$ cat src/rtl/assert_macros.svh
// Assertion macros used by the top RTL file of the complex FIR filter.
`ifndef ASSERT_MACROS_SVH
`define ASSERT_MACROS_SVH

`ifndef SYNTHESIS
`define CFF_ASSERT_RST(lbl, clk, rst_n, prop) \
	lbl: assert property (@(posedge clk) disable iff (!(rst_n)) (prop)) \
		else $error("assertion failed");
`define CFF_ASSERT_NORST(lbl, clk, prop) \
	lbl: assert property (@(posedge clk) (prop)) \
		else $error("assertion failed");
`else
`define CFF_ASSERT_RST(lbl, clk, rst_n, prop)
`define CFF_ASSERT_NORST(lbl, clk, prop)
`endif

`endif

$ cat src/rtl/cff_pkg.sv
// Types and constants of the complex FIR filter.
package cff_pkg;

	localparam int TAPS_DEF = 64;
	localparam int IDX_W    = 6;
	localparam int DATA_W   = 16;
	localparam int MULT_W   = 2 * DATA_W;
	localparam int FRAC_W   = 15;

	localparam logic ACT_LOAD   = 1'b0;
	localparam logic ACT_SAMPLE = 1'b1;

	typedef struct packed {
		logic                     action;
		logic [IDX_W-1:0]         tap_index;
		logic signed [DATA_W-1:0] tap_re;
		logic signed [DATA_W-1:0] tap_im;
		logic signed [DATA_W-1:0] sample_re;
		logic signed [DATA_W-1:0] sample_im;
	} item_t;

	typedef struct packed {
		logic signed [DATA_W-1:0] out_re;
		logic signed [DATA_W-1:0] out_im;
		logic                     saturated;
	} result_t;

	typedef struct packed {
		logic signed [DATA_W-1:0] re;
		logic signed [DATA_W-1:0] im;
	} cplx_t;

	// Broadcast from the controller to every cell.
	typedef struct packed {
		logic             shift;
		logic             load;
		logic [IDX_W-1:0] tap_index;
		cplx_t            tap;
	} cell_ctl_t;

endpackage

$ cat src/rtl/cff_cell.sv
// One filter cell: a delay slot, a tap, a complex multiplier and a partial-sum stage.
module cff_cell #(
	parameter int IDX   = 0,
	parameter int ACC_W = 39
) (
	input  logic                    clk,
	input  logic                    arst_n,
	input  cff_pkg::cell_ctl_t      ctl,
	input  cff_pkg::cplx_t          smp_in,
	output cff_pkg::cplx_t          smp_out,
	input  logic signed [ACC_W-1:0] sum_re_in,
	input  logic signed [ACC_W-1:0] sum_im_in,
	output logic signed [ACC_W-1:0] sum_re_out,
	output logic signed [ACC_W-1:0] sum_im_out
);

	localparam bit LOADABLE = IDX < (2 ** cff_pkg::IDX_W);

	cff_pkg::cplx_t smp_q;
	cff_pkg::cplx_t tap_q;
	logic signed [cff_pkg::MULT_W-1:0] m_rr, m_ii, m_ri, m_ir;
	logic signed [ACC_W-1:0] prod_re_q, prod_im_q;
	logic signed [ACC_W-1:0] sum_re_q, sum_im_q;
	logic hit;

	assign hit = LOADABLE && ctl.load && (ctl.tap_index == cff_pkg::IDX_W'(IDX));

	always_ff @(posedge clk or negedge arst_n) begin
		if (!arst_n) begin
			smp_q <= '0;
			tap_q <= '0;
		end else begin
			if (ctl.shift) begin
				smp_q <= smp_in;
			end
			if (hit) begin
				tap_q <= ctl.tap;
			end
		end
	end

	assign m_rr = smp_q.re * tap_q.re;
	assign m_ii = smp_q.im * tap_q.im;
	assign m_ri = smp_q.re * tap_q.im;
	assign m_ir = smp_q.im * tap_q.re;

	always_ff @(posedge clk) begin
		prod_re_q <= ACC_W'(m_rr) - ACC_W'(m_ii);
		prod_im_q <= ACC_W'(m_ri) + ACC_W'(m_ir);
		sum_re_q  <= sum_re_in + prod_re_q;
		sum_im_q  <= sum_im_in + prod_im_q;
	end

	assign smp_out    = smp_q;
	assign sum_re_out = sum_re_q;
	assign sum_im_out = sum_im_q;

endmodule

$ cat config.mk
export PLATFORM = sky130hd
export DESIGN_NAME = cff_cell
export DESIGN_NICKNAME = d
export VERILOG_FILES = /design/src/rtl/assert_macros.svh /design/src/rtl/cff_pkg.sv /design/src/rtl/cff_cell.sv
export SDC_FILE = /design/constraint.sdc
export NUM_CORES = 2
export LEC_CHECK = 0
export BUFFER_PORTS_ARGS = -buffer_cell sky130_fd_sc_hd__buf_2
export CORE_MARGIN = 2
export CORE_UTILIZATION = 65
export DETAILED_ROUTE_END_ITERATION = 10
export HOLD_SLACK_MARGIN = 0.15
export PLACE_DENSITY = 0.84
export SETUP_SLACK_MARGIN = 0.1
export SYNTH_ARGS = -nofsm -noshare
export SYNTH_HDL_FRONTEND = slang
export SYNTH_SLANG_ARGS = --single-unit
$ cat constraint.sdc
create_clock -name clk -period 8.6 [get_ports clk]
set_clock_uncertainty 0.1 [all_clocks]
set_input_delay 0.43 -clock clk [delete_from_list [all_inputs] [get_ports clk]]
set_output_delay 0.43 -clock clk [all_outputs]
set_load 0.01 [all_outputs]
Yosys cells after proc, flatten, opt, wreduce, memory -nomap -nowiden
Index checks and enable logic that the tools add are counted.
{ "classes": {"add_sub_neg": 4, "multipliers": 4, "reduce_logical": 2} }
{ "op_table": {"columns": ["operator", "n"], "rows": [
  ["multiplier 16 x 16 -> 32 bit", 4],
  ["adder 39 x 33 -> 39 bit", 2],
  ["adder 32 x 32 -> 33 bit", 1],
  ["subtractor 32 x 32 -> 33 bit", 1],
  ["zero test 6 bit", 1],
  ["logical AND 1 bit", 1]
]} }
{ "totals": {"regBits": 208, "input_bits": 152, "out_inout_bits": 110, "word_cells": 18} }

Logic depth before layout (Yosys ltp)
{ "depth": {"depth_word": 2, "mapped_depth": 29, "depth_no_buf": 28} }

Worst setup path before layout
OpenSTA, ideal clock, no wires.
{ "synth_timing": {"path_kind": "flip-flop to flip-flop", "from": "register smp_q (netlist bit smp_out[15])", "to": "register prod_re_q[31]", "t_arrival_ps": 7388, "required_ps": 8382, "setup_slack_ps": 994, "stages_incl_launch_ff": 27, "cell_sequence": "dfrtp_1 > clkbuf_1 > nand2_1 > inv_1 > fa_1 > inv_1 > fa_1 > inv_1 > fa_1 > inv_1 > fa_1 > fa_1 > fa_1 > fa_1 > inv_1 > fa_1 > inv_1 > ha_1 > clkbuf_1 > nand2_1 > or4_1 > a311oi_1 > o21ai_1 > a21oi_1 > o21a_1 > nor2_1 > xnor2_1"} }
{ "synth_via": {"elab_chain_cells": 2} }
{ "synth_lines": {"columns": ["element", "line", "text"], "rows": [
  ["start: declaration", "cff_cell.sv:19", "cff_pkg::cplx_t smp_q;"],
  ["start signal: assignment", "cff_cell.sv:34", "smp_q <= smp_in;"],
  ["multiplier 16 x 16 -> 32 bit", "cff_cell.sv:43", "assign m_ii = smp_q.im * tap_q.im;"],
  ["subtractor 32 x 32 -> 33 bit", "cff_cell.sv:48", "prod_re_q <= ACC_W'(m_rr) - ACC_W'(m_ii);"],
  ["end signal: assignment", "cff_cell.sv:48", null],
  ["end: declaration", "cff_cell.sv:22", "logic signed [ACC_W-1:0] prod_re_q, prod_im_q;"]
]} }
Every way passes these cells.
A chain may end at the register's enable or synchronous reset.

Worst setup path in the final report
{ "layout_timing": {"from": "register tap_q[23] in the netlist's numbering", "to": "register prod_im_q[30]"} }
{ "layout_via": {"elab_chain_cells": 2} }
{ "layout_lines": {"columns": ["element", "line", "text"], "rows": [
  ["start: declaration", "cff_cell.sv:20", "cff_pkg::cplx_t tap_q;"],
  ["start signal: assignment", "cff_cell.sv:37", "tap_q <= ctl.tap;"],
  ["multiplier 16 x 16 -> 32 bit", "cff_cell.sv:45", "assign m_ir = smp_q.im * tap_q.re;"],
  ["adder 32 x 32 -> 33 bit", "cff_cell.sv:49", "prod_im_q <= ACC_W'(m_ri) + ACC_W'(m_ir);"],
  ["end signal: assignment", "cff_cell.sv:49", null],
  ["end: declaration", "cff_cell.sv:22", null]
]} }
Every way passes these cells.

==> run metrics <==
unrepaired setup endpoints after global routing=true; Synth Area in Simple Gates=between 10% and 20%; Synthesized Nets=approximately 6.8k; reg2reg end=prod_im_q[30]; Max-slew headroom=25.2%; die width=279 um; Seq cells post-synth=208; initial core utilization=65.9%; Cell Area, Synth=~49000 um2; Tmin final=just over 8 ns; Synth Area in XOR/XNOR=under 10%; Clock Tree Root=clkbuf_16; vias in the first global route=roughly 41k; most common cell in the netlist=inv_1; average cell area after synthesis=~9.6 um2; mux contribution to synthesized area=about 1.5%; crit-path most repeated cell=fa_1; Core Footprint=between 70000 and 80000 um2; ys flop type=dfxtp_1; period utilization=95.7%; status=completed; DR vias=~36k; Yosys top cell area share=47.8%; Synth Area in Compound Gates=under 10%; Hold Fails Final Rpt=0; Max-cap violations=0; Routed WL=around 130000 um; Worst R2R Setup Slack=0.37 ns; grt total ovfl=0; CP Class=flop to flop; reg2reg path depth=24; DR WL/cell=around 20 um; CP Launch Type=flop; Total GRT Usage=between 30 and 40%; Bufs and invs on worst path=4; crit-path max FO=16; CP Depth=24; DRC=0; NumNets Final=between 7k and 8k; Yosys cell types=68; synth cell count leaders=1279 x inv_1, 1175 x fa_1, 549 x nand2_1; Critical-path top delay cell=dfrtp_1; final setup fails=0; Crit Reg-Reg Startpoint=tap_q[23]; number of port buffers=between 200 and 300; num rows=100; Sum Neg Setup Slack=0 ns; worst-margin pin slew=~1.1 ns; CTS tree=built; largest net degree at the start of global routing=65; DP Wirelength=around 110000 um; Antenna Nets Post-Route=0; detailed-router iteration count before antenna repair=7; RePlAce Congestion=0.939; Yosys top cell by area=fa_1; cells taking the most area after synthesis=fa_1 48%, ha_1 9.8%, inv_1 9.8%, and2_1 6.1%, dfxtp_1 5.9%; Setup crit end=prod_im_q[30]; Vias/cell=~5.7; worst skew pair latency=around 0.63 ns; IO Count=about 260; Adder-Cell Fraction of Synth Area=between 50% and 60%; yosys warns=0; Synth Instances=5123; delay of the slowest critical-path stage=around 0.9 ns; WP data arrival=8.62 ns; CP top delay family=adder cells; worst-path cell chain=buf_4 > nand2_1 > fa_1 > inv_1 > fa_1 > fa_1 > fa_1 > fa_1 > fa_1 > fa_1 > inv_1 > fa_1 > inv_1 > ha_1 > a21o_1 > a21oi_1 > nand2_1 > a21o_1 > a21oi_1 > a21oi_1 > a221o_1 > a21oi_1 > nor3_1 > a311o_1; DIE AREA=just under 80000 um2; first element of the critical path=tap_q[23]; initial antenna violation count=10; CTS sink cnt=between 200 and 250; Longest Clk Path Bufs=3; ys async rst share=between 30% and 40%; min-delay worst type=input pin to flop; crit end category=flop; sequential fraction of the synthesis area=9.11%; clock slew at reported path FFs=approximately 0.07 ns; CTS Buf Count=28; first-pass GRT wire length=~220000 um; Post-synth EDFFs=0; initial DRC count=2749; Pins Over Slew Limit=0; WHS=0.172 ns; share of post-route cells with drive strength above 1=under 10%; f_max=122 MHz; area grow syn2layout=9.88%; DIE HEIGHT=approximately 280 um; CTS H-Tree Depth=1; main combinational cell family by area after synthesis=adder cells; Critical Path RT=around 9.0 ns
## worst reg2reg max path: stages, from the launching register on
cell	delay [ns]
dfrtp_1	0.91
buf_4	0.33
nand2_1	0.10
fa_1	0.56
inv_1	0.06
fa_1	0.49
fa_1	0.60
fa_1	0.43
fa_1	0.52
fa_1	0.43
fa_1	0.49
inv_1	0.05
fa_1	0.47
inv_1	0.04
ha_1	0.36
a21o_1	0.19
a21oi_1	0.29
nand2_1	0.08
a21o_1	0.19
a21oi_1	0.15
a21oi_1	0.13
a221o_1	0.43
a21oi_1	0.30
nor3_1	0.08
a311o_1	0.29
## worst min path at each step
stage	cells past startpoint	from	to	slack [ns]
3_3_place_gp	1	prod_re_q[0]	sum_re_out[0]	0.33
4_1_cts	3	sum_im_in[35]	sum_im_out[35]	0.15
5_1_grt	3	sum_im_in[25]	sum_im_out[25]	0.19
2_1_floorplan	0	arst_n	smp_out[0]	0.03
6_report	3	sum_re_in[32]	sum_re_out[32]	0.17
3_5_place_dp	1	prod_re_q[0]	sum_re_out[0]	0.36
## final cells by class
class,instances,area [um2]
antenna,3,7.51
clock buffer,40,828
clock inverter,11,92.6
fill,5169,20600
inverter,1279,4800
multi-input combinational,3427,39200
sequential,208,4490
tap,969,1210
timing repair buffer,503,3480
## metal layers
layer | up-vias | track usage, % | share of wire [%]
met1 | 18446 | 44.4 | 36
met5 | - | 0 | 0.081
li1 | 15634 | - | -
met2 | 1836 | 59.5 | 48
met3 | 533 | 7.28 | 8.8
met4 | 8 | 20.2 | 7.0
## per-stage QoR
stage	worst slack, ns	util, %	area [um2]	instances
global route	0.0968	72.4	54100	6438
detailed placement	0.273	69.6	52000	6269
CTS	0.196	72.4	54100	6437
global placement	0.398	69.6	52000	6269
finish	0.374	72.4	54100	6440
floorplan	0.994	-	49200	5123
## flip-flops by register name, indices dropped and copies added, names as in the netlist
register,flops
smp_out,32
prod_im_q,33
prod_re_q,33
sum_im_out,39
sum_re_out,39
tap_q,32
## cells by family (layout without fill, tap and decap cells)
family	after synthesis	count (layout)
mux	65	65
flops	208	208
xor+xnor	158	158
other cells	0	3
buf+inv	1488	1833
simple gates	1294	1294
compound gates	349	349
fa+ha+maj	1561	1561
## placed cells by master, fill, tap and decap left out, drive strengths merged, types with 16 or more instances in the layout
master / instances
clkbuf: 40
inv: 1281
nand2: 549
a21o: 78
ha: 386
mux2: 63
buf: 386
xnor2: 118
o21ai: 56
nor3: 21
and2: 484
a21oi: 107
nand3: 32
nand2b: 43
dfxtp: 144
nor2b: 16
xor2: 40
fa: 1175
o21a: 19
nor2: 108
dfrtp: 64
dlygate4sd3: 117
## what timing repair did
action / CTS / global route
hold buffers: 117 / 0
setup buffers: 0 / 0
setup endpoints to repair: 0 / 5
resized for setup: 0 / 8
endpoints found under the hold margin: 181 / 0
Power is left out: the tool's default activity adds up to more than one toggle a clock period on the data nets, which glitch-free logic cannot reach.
