===== config.mk =====
export PLATFORM = sky130hd
export DESIGN_NAME = cff_out
export DESIGN_NICKNAME = d
export VERILOG_FILES = /design/src/rtl/assert_macros.svh /design/src/rtl/cff_pkg.sv /design/src/rtl/cff_out.sv
export SDC_FILE = /design/constraint.sdc
export NUM_CORES = 1
export LEC_CHECK = 0
export ABC_AREA = 1
export BUFFER_PORTS_ARGS = -buffer_cell sky130_fd_sc_hd__buf_2
export CORE_MARGIN = 2
export CORE_UTILIZATION = 30
export DETAILED_ROUTE_END_ITERATION = 10
export HOLD_SLACK_MARGIN = 0.1
export MAX_ROUTING_LAYER = met4
export PLACE_DENSITY = 0.68
export SYNTH_ARGS = -nofsm -noshare
export SYNTH_HDL_FRONTEND = slang
export SYNTH_SLANG_ARGS = --single-unit

===== constraint.sdc =====
create_clock -name clk -period 1.22 [get_ports clk]
set_input_delay 0.244 -clock clk [delete_from_list [all_inputs] [get_ports clk]]
set_output_delay 0.244 -clock clk [all_outputs]
set_load 0.01 [all_outputs]

===== src/rtl/assert_macros.svh =====
// Assertion macros used by the top RTL file of the complex FIR filter.
`ifndef ASSERT_MACROS_SVH
`define ASSERT_MACROS_SVH

`ifndef SYNTHESIS
`define CFF_ASSERT_RST(lbl, clk, rst_n, prop) \
	lbl: assert property (@(posedge clk) disable iff (!(rst_n)) (prop)) \
		else $error("assertion failed");
`define CFF_ASSERT_NORST(lbl, clk, prop) \
	lbl: assert property (@(posedge clk) (prop)) \
		else $error("assertion failed");
`else
`define CFF_ASSERT_RST(lbl, clk, rst_n, prop)
`define CFF_ASSERT_NORST(lbl, clk, prop)
`endif

`endif


===== src/rtl/cff_pkg.sv =====
// Types and constants of the complex FIR filter.
package cff_pkg;

	localparam int TAPS_DEF = 64;
	localparam int IDX_W    = 6;
	localparam int DATA_W   = 16;
	localparam int MULT_W   = 2 * DATA_W;
	localparam int FRAC_W   = 15;

	localparam logic ACT_LOAD   = 1'b0;
	localparam logic ACT_SAMPLE = 1'b1;

	typedef struct packed {
		logic                     action;
		logic [IDX_W-1:0]         tap_index;
		logic signed [DATA_W-1:0] tap_re;
		logic signed [DATA_W-1:0] tap_im;
		logic signed [DATA_W-1:0] sample_re;
		logic signed [DATA_W-1:0] sample_im;
	} item_t;

	typedef struct packed {
		logic signed [DATA_W-1:0] out_re;
		logic signed [DATA_W-1:0] out_im;
		logic                     saturated;
	} result_t;

	typedef struct packed {
		logic signed [DATA_W-1:0] re;
		logic signed [DATA_W-1:0] im;
	} cplx_t;

	// Broadcast from the controller to every cell.
	typedef struct packed {
		logic             shift;
		logic             load;
		logic [IDX_W-1:0] tap_index;
		cplx_t            tap;
	} cell_ctl_t;

endpackage


===== src/rtl/cff_out.sv =====
// Output stage: floor shift by 15, saturation and the result register.
module cff_out #(
	parameter int ACC_W = 39
) (
	input  logic                    clk,
	input  logic                    arst_n,
	input  logic                    take,
	input  logic signed [ACC_W-1:0] sum_re,
	input  logic signed [ACC_W-1:0] sum_im,
	output logic                    free,
	output logic                    result_valid,
	input  logic                    result_stall,
	output cff_pkg::result_t        result
);

	localparam int SH_W = ACC_W - cff_pkg::FRAC_W;
	localparam int TOP  = cff_pkg::DATA_W - 1;

	logic signed [SH_W-1:0] sh_re, sh_im;
	logic fit_re, fit_im;
	logic signed [cff_pkg::DATA_W-1:0] sat_re, sat_im;
	logic valid_q;
	cff_pkg::result_t result_q;

	// Dropping the low bits of a two's complement value rounds toward minus infinity.
	assign sh_re = sum_re[ACC_W-1:cff_pkg::FRAC_W];
	assign sh_im = sum_im[ACC_W-1:cff_pkg::FRAC_W];

	assign fit_re = (&sh_re[SH_W-1:TOP]) | ~(|sh_re[SH_W-1:TOP]);
	assign fit_im = (&sh_im[SH_W-1:TOP]) | ~(|sh_im[SH_W-1:TOP]);

	always_comb begin
		sat_re = sh_re[TOP:0];
		sat_im = sh_im[TOP:0];
		if (!fit_re) begin
			sat_re = sh_re[SH_W-1] ? {1'b1, {TOP{1'b0}}} : {1'b0, {TOP{1'b1}}};
		end
		if (!fit_im) begin
			sat_im = sh_im[SH_W-1] ? {1'b1, {TOP{1'b0}}} : {1'b0, {TOP{1'b1}}};
		end
	end

	assign free = !valid_q || !result_stall;

	always_ff @(posedge clk or negedge arst_n) begin
		if (!arst_n) begin
			valid_q <= 1'b0;
		end else if (take) begin
			valid_q <= 1'b1;
		end else if (!result_stall) begin
			valid_q <= 1'b0;
		end
	end

	always_ff @(posedge clk) begin
		if (take) begin
			result_q.out_re    <= sat_re;
			result_q.out_im    <= sat_im;
			result_q.saturated <= !fit_re || !fit_im;
		end
	end

	assign result_valid = valid_q;
	assign result       = result_q;

endmodule


After elaboration in Yosys (flattened, before gate mapping)
Cells that the tools add are included.
{"block": "op_classes", "n_eq_ne": 1, "n_mux": 6, "bitwise": 4, "reduce_logical": 10}
{"operator": "16-bit 2-to-1 mux", "n": 4}
{"operator": "9-bit AND reduction", "n": 2}
{"operator": "9-bit OR reduction", "n": 2}
{"operator": "1-bit zero test", "n": 4}
{"operator": "1-bit logical OR", "n": 2}
{"operator": "1-bit 2-to-1 mux", "n": 2}
{"operator": "2-bit inequality test, second input constant", "n": 1}
{"operator": "1-bit inverter", "n": 2}
{"operator": "1-bit bitwise OR", "n": 2}
{"block": "totals", "reg_bits": 34, "output_inout_bits": 35}

Depth between registers and ports, before layout
{"block": "logic_depth", "depth_word": 5, "depth_mapped": 8}

Least setup slack after synthesis
No wires, ideal clock.
{"block": "synth_timing", "path_type": "input to register", "from": "input port sum_re[33]", "to": "register result_q, in the netlist result[18] (data pin)", "setup_time_ns": 0.252, "t_arrival_ns": 0.941, "required_ns": 0.968, "path_slack_ns": 0.027, "path_stages": 6, "path_buffers": 1, "path_cell_list": "or2_1 nor2_2 nand2_2 nand3_2 buf_6 nand2_1"}
{"block": "synth_via", "elab_chain_len": 4, "elab_cells_between_ends": 5, "classes_between": "mux (1); bitwise (2); reduce/logical (2)"}
{"item": "from (decl)", "line": "cff_out.sv:8", "source": "input logic signed [ACC_W-1:0] sum_re,"}
{"item": "9-bit OR reduction", "line": "cff_out.sv:29", "source": "assign fit_re = (&sh_re[SH_W-1:TOP]) | ~(|sh_re[SH_W-1:TOP]);"}
{"item": "1-bit inverter", "line": "cff_out.sv:29"}
{"item": "1-bit bitwise OR *", "line": "cff_out.sv:29"}
{"item": "16-bit 2-to-1 mux *", "line": "cff_out.sv:35", "source": "if (!fit_re) begin"}
{"item": "named net sat_re, one bit", "line": "cff_out.sv:21", "source": "logic signed [cff_pkg::DATA_W-1:0] sat_re, sat_im;"}
{"item": "to (decl)", "line": "cff_out.sv:23", "source": "cff_pkg::result_t result_q;"}
Mark *: on every way through the listed nets, which the timed path passes. The rest lies on a longest branch.
A chain may end at the register's enable or synchronous reset.

Final worst setup path
{"block": "layout_timing", "from": "register valid_q, in the netlist result_valid", "to": "output port free"}
{"block": "layout_via", "elab_chain_len": 2}
{"item": "from (decl)", "line": "cff_out.sv:22", "source": "logic valid_q;"}
{"item": "from (signal assigned)", "line": "cff_out.sv:47", "source": "valid_q <= 1'b0;"}
{"item": "from (signal assigned)", "line": "cff_out.sv:49", "source": "valid_q <= 1'b1;"}
{"item": "from (signal assigned)", "line": "cff_out.sv:51", "source": "valid_q <= 1'b0;"}
{"item": "1-bit zero test", "line": "cff_out.sv:43", "source": "assign free = !valid_q || !result_stall;"}
{"item": "1-bit logical OR", "line": "cff_out.sv:43"}
{"item": "to (decl)", "line": "cff_out.sv:10", "source": "output logic free,"}
No other way between the ends.

==> flow_metrics.py <==
metrics = {
    "detailed_routing": {
        "vias_per_cell": 4.375,
        "final_antenna_net_count": 0,
        "drt_iter0_markers": 54,
        "avgRoutedWirePerCell_um": 10.79,
        "drt_wl_total_um": 2989,
        "num_vias": 1212,
        "drt-pass1-iter-count": 3,
        "drc": 0,
    },
    "clock_network": {
        "clockBufferDepth": 2,
        "cts_max_level": 2,
        "cts_tree": "built",
        "cts_num_sinks": 34,
        "path_clk_slew_ps": 70,
        "ctsResizeCount": 0,
        "clk_latency_ps": 280,
        "clockRootBuffer": "clkbuf_8",
        "cts_setup_buffers": 0,
        "cts_buffers": 5,
    },
    "placement": {
        "dpl.hpwl_um": 2167,
        "dpl.cell_count": 268,
        "io_buffers": 86,
        "gp_congestion": 0.6590,
    },
    "finish": {
        "antenna_cells": 0,
        "final_nets": 304,
        "utilization": 0.4384,
        "syn_to_final_growth_pct": 41.97,
        "layout.cells.most_common": "buf_2",
        "layout_common_cells": "buf_2, nand2_1, edfxtp_1",
        "stdcell_count": 277,
        "drive_above_1_share": 0.4574,
    },
    "timing": {
        "timing.hold.ws_ps": 183.3,
        "slew_headroom": 0.7921,
        "post-route-period-util": 0.8935,
        "clock_skew_ps": 0,
        "rsz0062_at_grt": "no",
        "timing.fmax_mhz": 917.3,
        "hold_viol_final": 0,
        "fin_crit_ps": 1090,
        "maxSlewViolCount": 0,
        "setup_viol": 0,
        "worst_pin_slew_ps": 311.5,
        "tns_ps": 0,
    },
    "pwr": {
        "powerDensity_nw_per_um2": 1264,
        "p_leak_nw": 0.9697,
        "vdd_drop_max_mv": 0.3894,
        "finalPower_w": 0.002600,
    },
    "setup_path": {
        "path_class": "reg2out",
        "critPathMaxFanout": 2,
        "crit_path_end": "free",
        "crit_path_cell_trace": "nand2_1, buf_2",
        "reg2reg_depth": 2,
        "cpMaxStageDelayCell": "dfrtp_1",
        "cpPeakStageDelay_ps": 370,
        "crit_cells": 2,
        "critPathLaunchType": "flip-flop",
        "endpoint_kind": "output port",
        "worst-path-buf-inv": 1,
        "r2r_end": "result_valid$_DFFE_PN0P_",
        "rrSetupSlack_ps": 620,
        "crit_path_start": "result_valid$_DFFE_PN0P_",
        "required_ps": 980,
        "cp_top_family": "flip-flops",
        "cp.arrival_ps": 850,
        "r2r_start": "result_valid$_DFFE_PN0P_",
    },
    "global_route": {
        "grt_max_degree": 35,
        "globalRouteTotalUtil": 0.1195,
        "grt_pass1_wl_um": 4664,
        "antenna_found_initial": 0,
        "overflow": 0,
        "grt_pass1_vias": 1092,
    },
    "yosys": {
        "syn_avg_cell_area_um2": 11.06,
        "synth.distinct_cells": 19,
        "ys_seq_area_frac": 0.7012,
        "synthesis.area_um2": 1449,
        "syn_inst": 131,
        "syn_nets": 213,
        "yosys_register_bits": 34,
        "yosysWarnings": 0,
    },
    "floorplanning": {
        "die-area_um2": 5402,
        "dieWidth_um": 73.50,
        "num_rows": 25,
        "core-area_um2": 4692,
        "die_y_um": 73.50,
        "pin_count": 117,
        "start_util": 0.3088,
    },
    "flow_run": {
        "max_cap_violations": 0,
    },
    "min_path": {
        "hp-class": "in2reg",
    },
    "run_status": {
        "status": "finished clean",
    },
}
## cell usage after synthesis
cell | instances | share of area
nand3_1 | 2 | 0.0069
nand4_1 | 3 | 0.013
buf_6 | 1 | 0.0078
clkbuf_1 | 2 | 0.0052
nand2_2 | 2 | 0.0086
buf_2 | 1 | 0.0035
nand2_4 | 1 | 0.0078
inv_1 | 3 | 0.0078
o21ai_2 | 1 | 0.0060
nand2_1 | 67 | 0.17
nand3_2 | 1 | 0.0069
or2_1 | 1 | 0.0043
nor3_1 | 1 | 0.0035
nor2_2 | 1 | 0.0043
dfrtp_1 | 1 | 0.017
buf_12 | 1 | 0.014
buf_4 | 1 | 0.0052
nor2_1 | 8 | 0.021
edfxtp_1 | 33 | 0.68
## cell type report
| type | instances | area [um^2] |
|---|---|---|
| Inverter | 3 | 11.26 |
| Multi-Input combinational cell | 88 | 370.4 |
| Fill cell | 469 | 2635 |
| Clock buffer | 7 | 86.33 |
| Timing Repair Buffer | 90 | 500.5 |
| Sequential cell | 34 | 1016 |
| Tap cell | 54 | 67.56 |
| Clock inverter | 1 | 5.005 |
## worst min-delay path by stage
stage | from | end | cells past startpoint
final | sum_im[38] | result[16]$_DFFE_PP_ | 1
after global routing | sum_im[38] | result[16]$_DFFE_PP_ | 1
after CTS | sum_im[38] | result[16]$_DFFE_PP_ | 1
after detailed placement | arst_n | result_valid$_DFFE_PN0P_ | 1
after global placement | arst_n | result_valid$_DFFE_PN0P_ | 1
after floorplan | arst_n | result_valid$_DFFE_PN0P_ | 0
## cell families (layout without fill, tap and decap cells)
family / Yosys count / after routing / share of synthesized area
simple gates: 87 / 87 / 0.2496
flops: 34 / 34 / 0.7012
buf+inv: 9 / 101 / 0.04318
compound gates: 1 / 1 / 0.006046
## state kept, by name, summed over array words and instances (netlist names)
name,count
result,33
result_valid,1
## report_power, final
part / total (W) / internal (W) / switching (W)
combinational: 0.000356 / 0.000167 / 0.000189
sequential: 0.00141 / 0.00139 / 0.0000194
clock: 0.000837 / 0.000455 / 0.000383
## per-stage QoR
step	cell area [um^2]	setup slack (ps)
finish	2057	129.9
global route	2057	30.70
global placement	1956	-150.3
detailed placement	1956	-182.3
CTS	2057	111.0
floorplan	1449	26.62
## layer usage
| metal | vias to the layer above | wire length (um) | track usage |
|---|---|---|---|
| met5 | - | 0 | - |
| met4 | 0 | 63 | 0.05455 |
| met3 | 6 | 231 | 0.04527 |
| met2 | 55 | 1458 | 0.1885 |
| met1 | 542 | 1236 | 0.1341 |
| li1 | 609 | - | - |
## worst register-to-register path, cell delays in order (launching register included)
cell and delay [ps]:
dfrtp_1 370, nand2_1 70, nand2_1 50
## what timing repair did
item                                    CTS  global route
hold buffers                              1             0
endpoints found under the hold margin     1             0
endpoints found under the setup margin    0             0
Note: power is estimated with default switching activity, not from simulation.
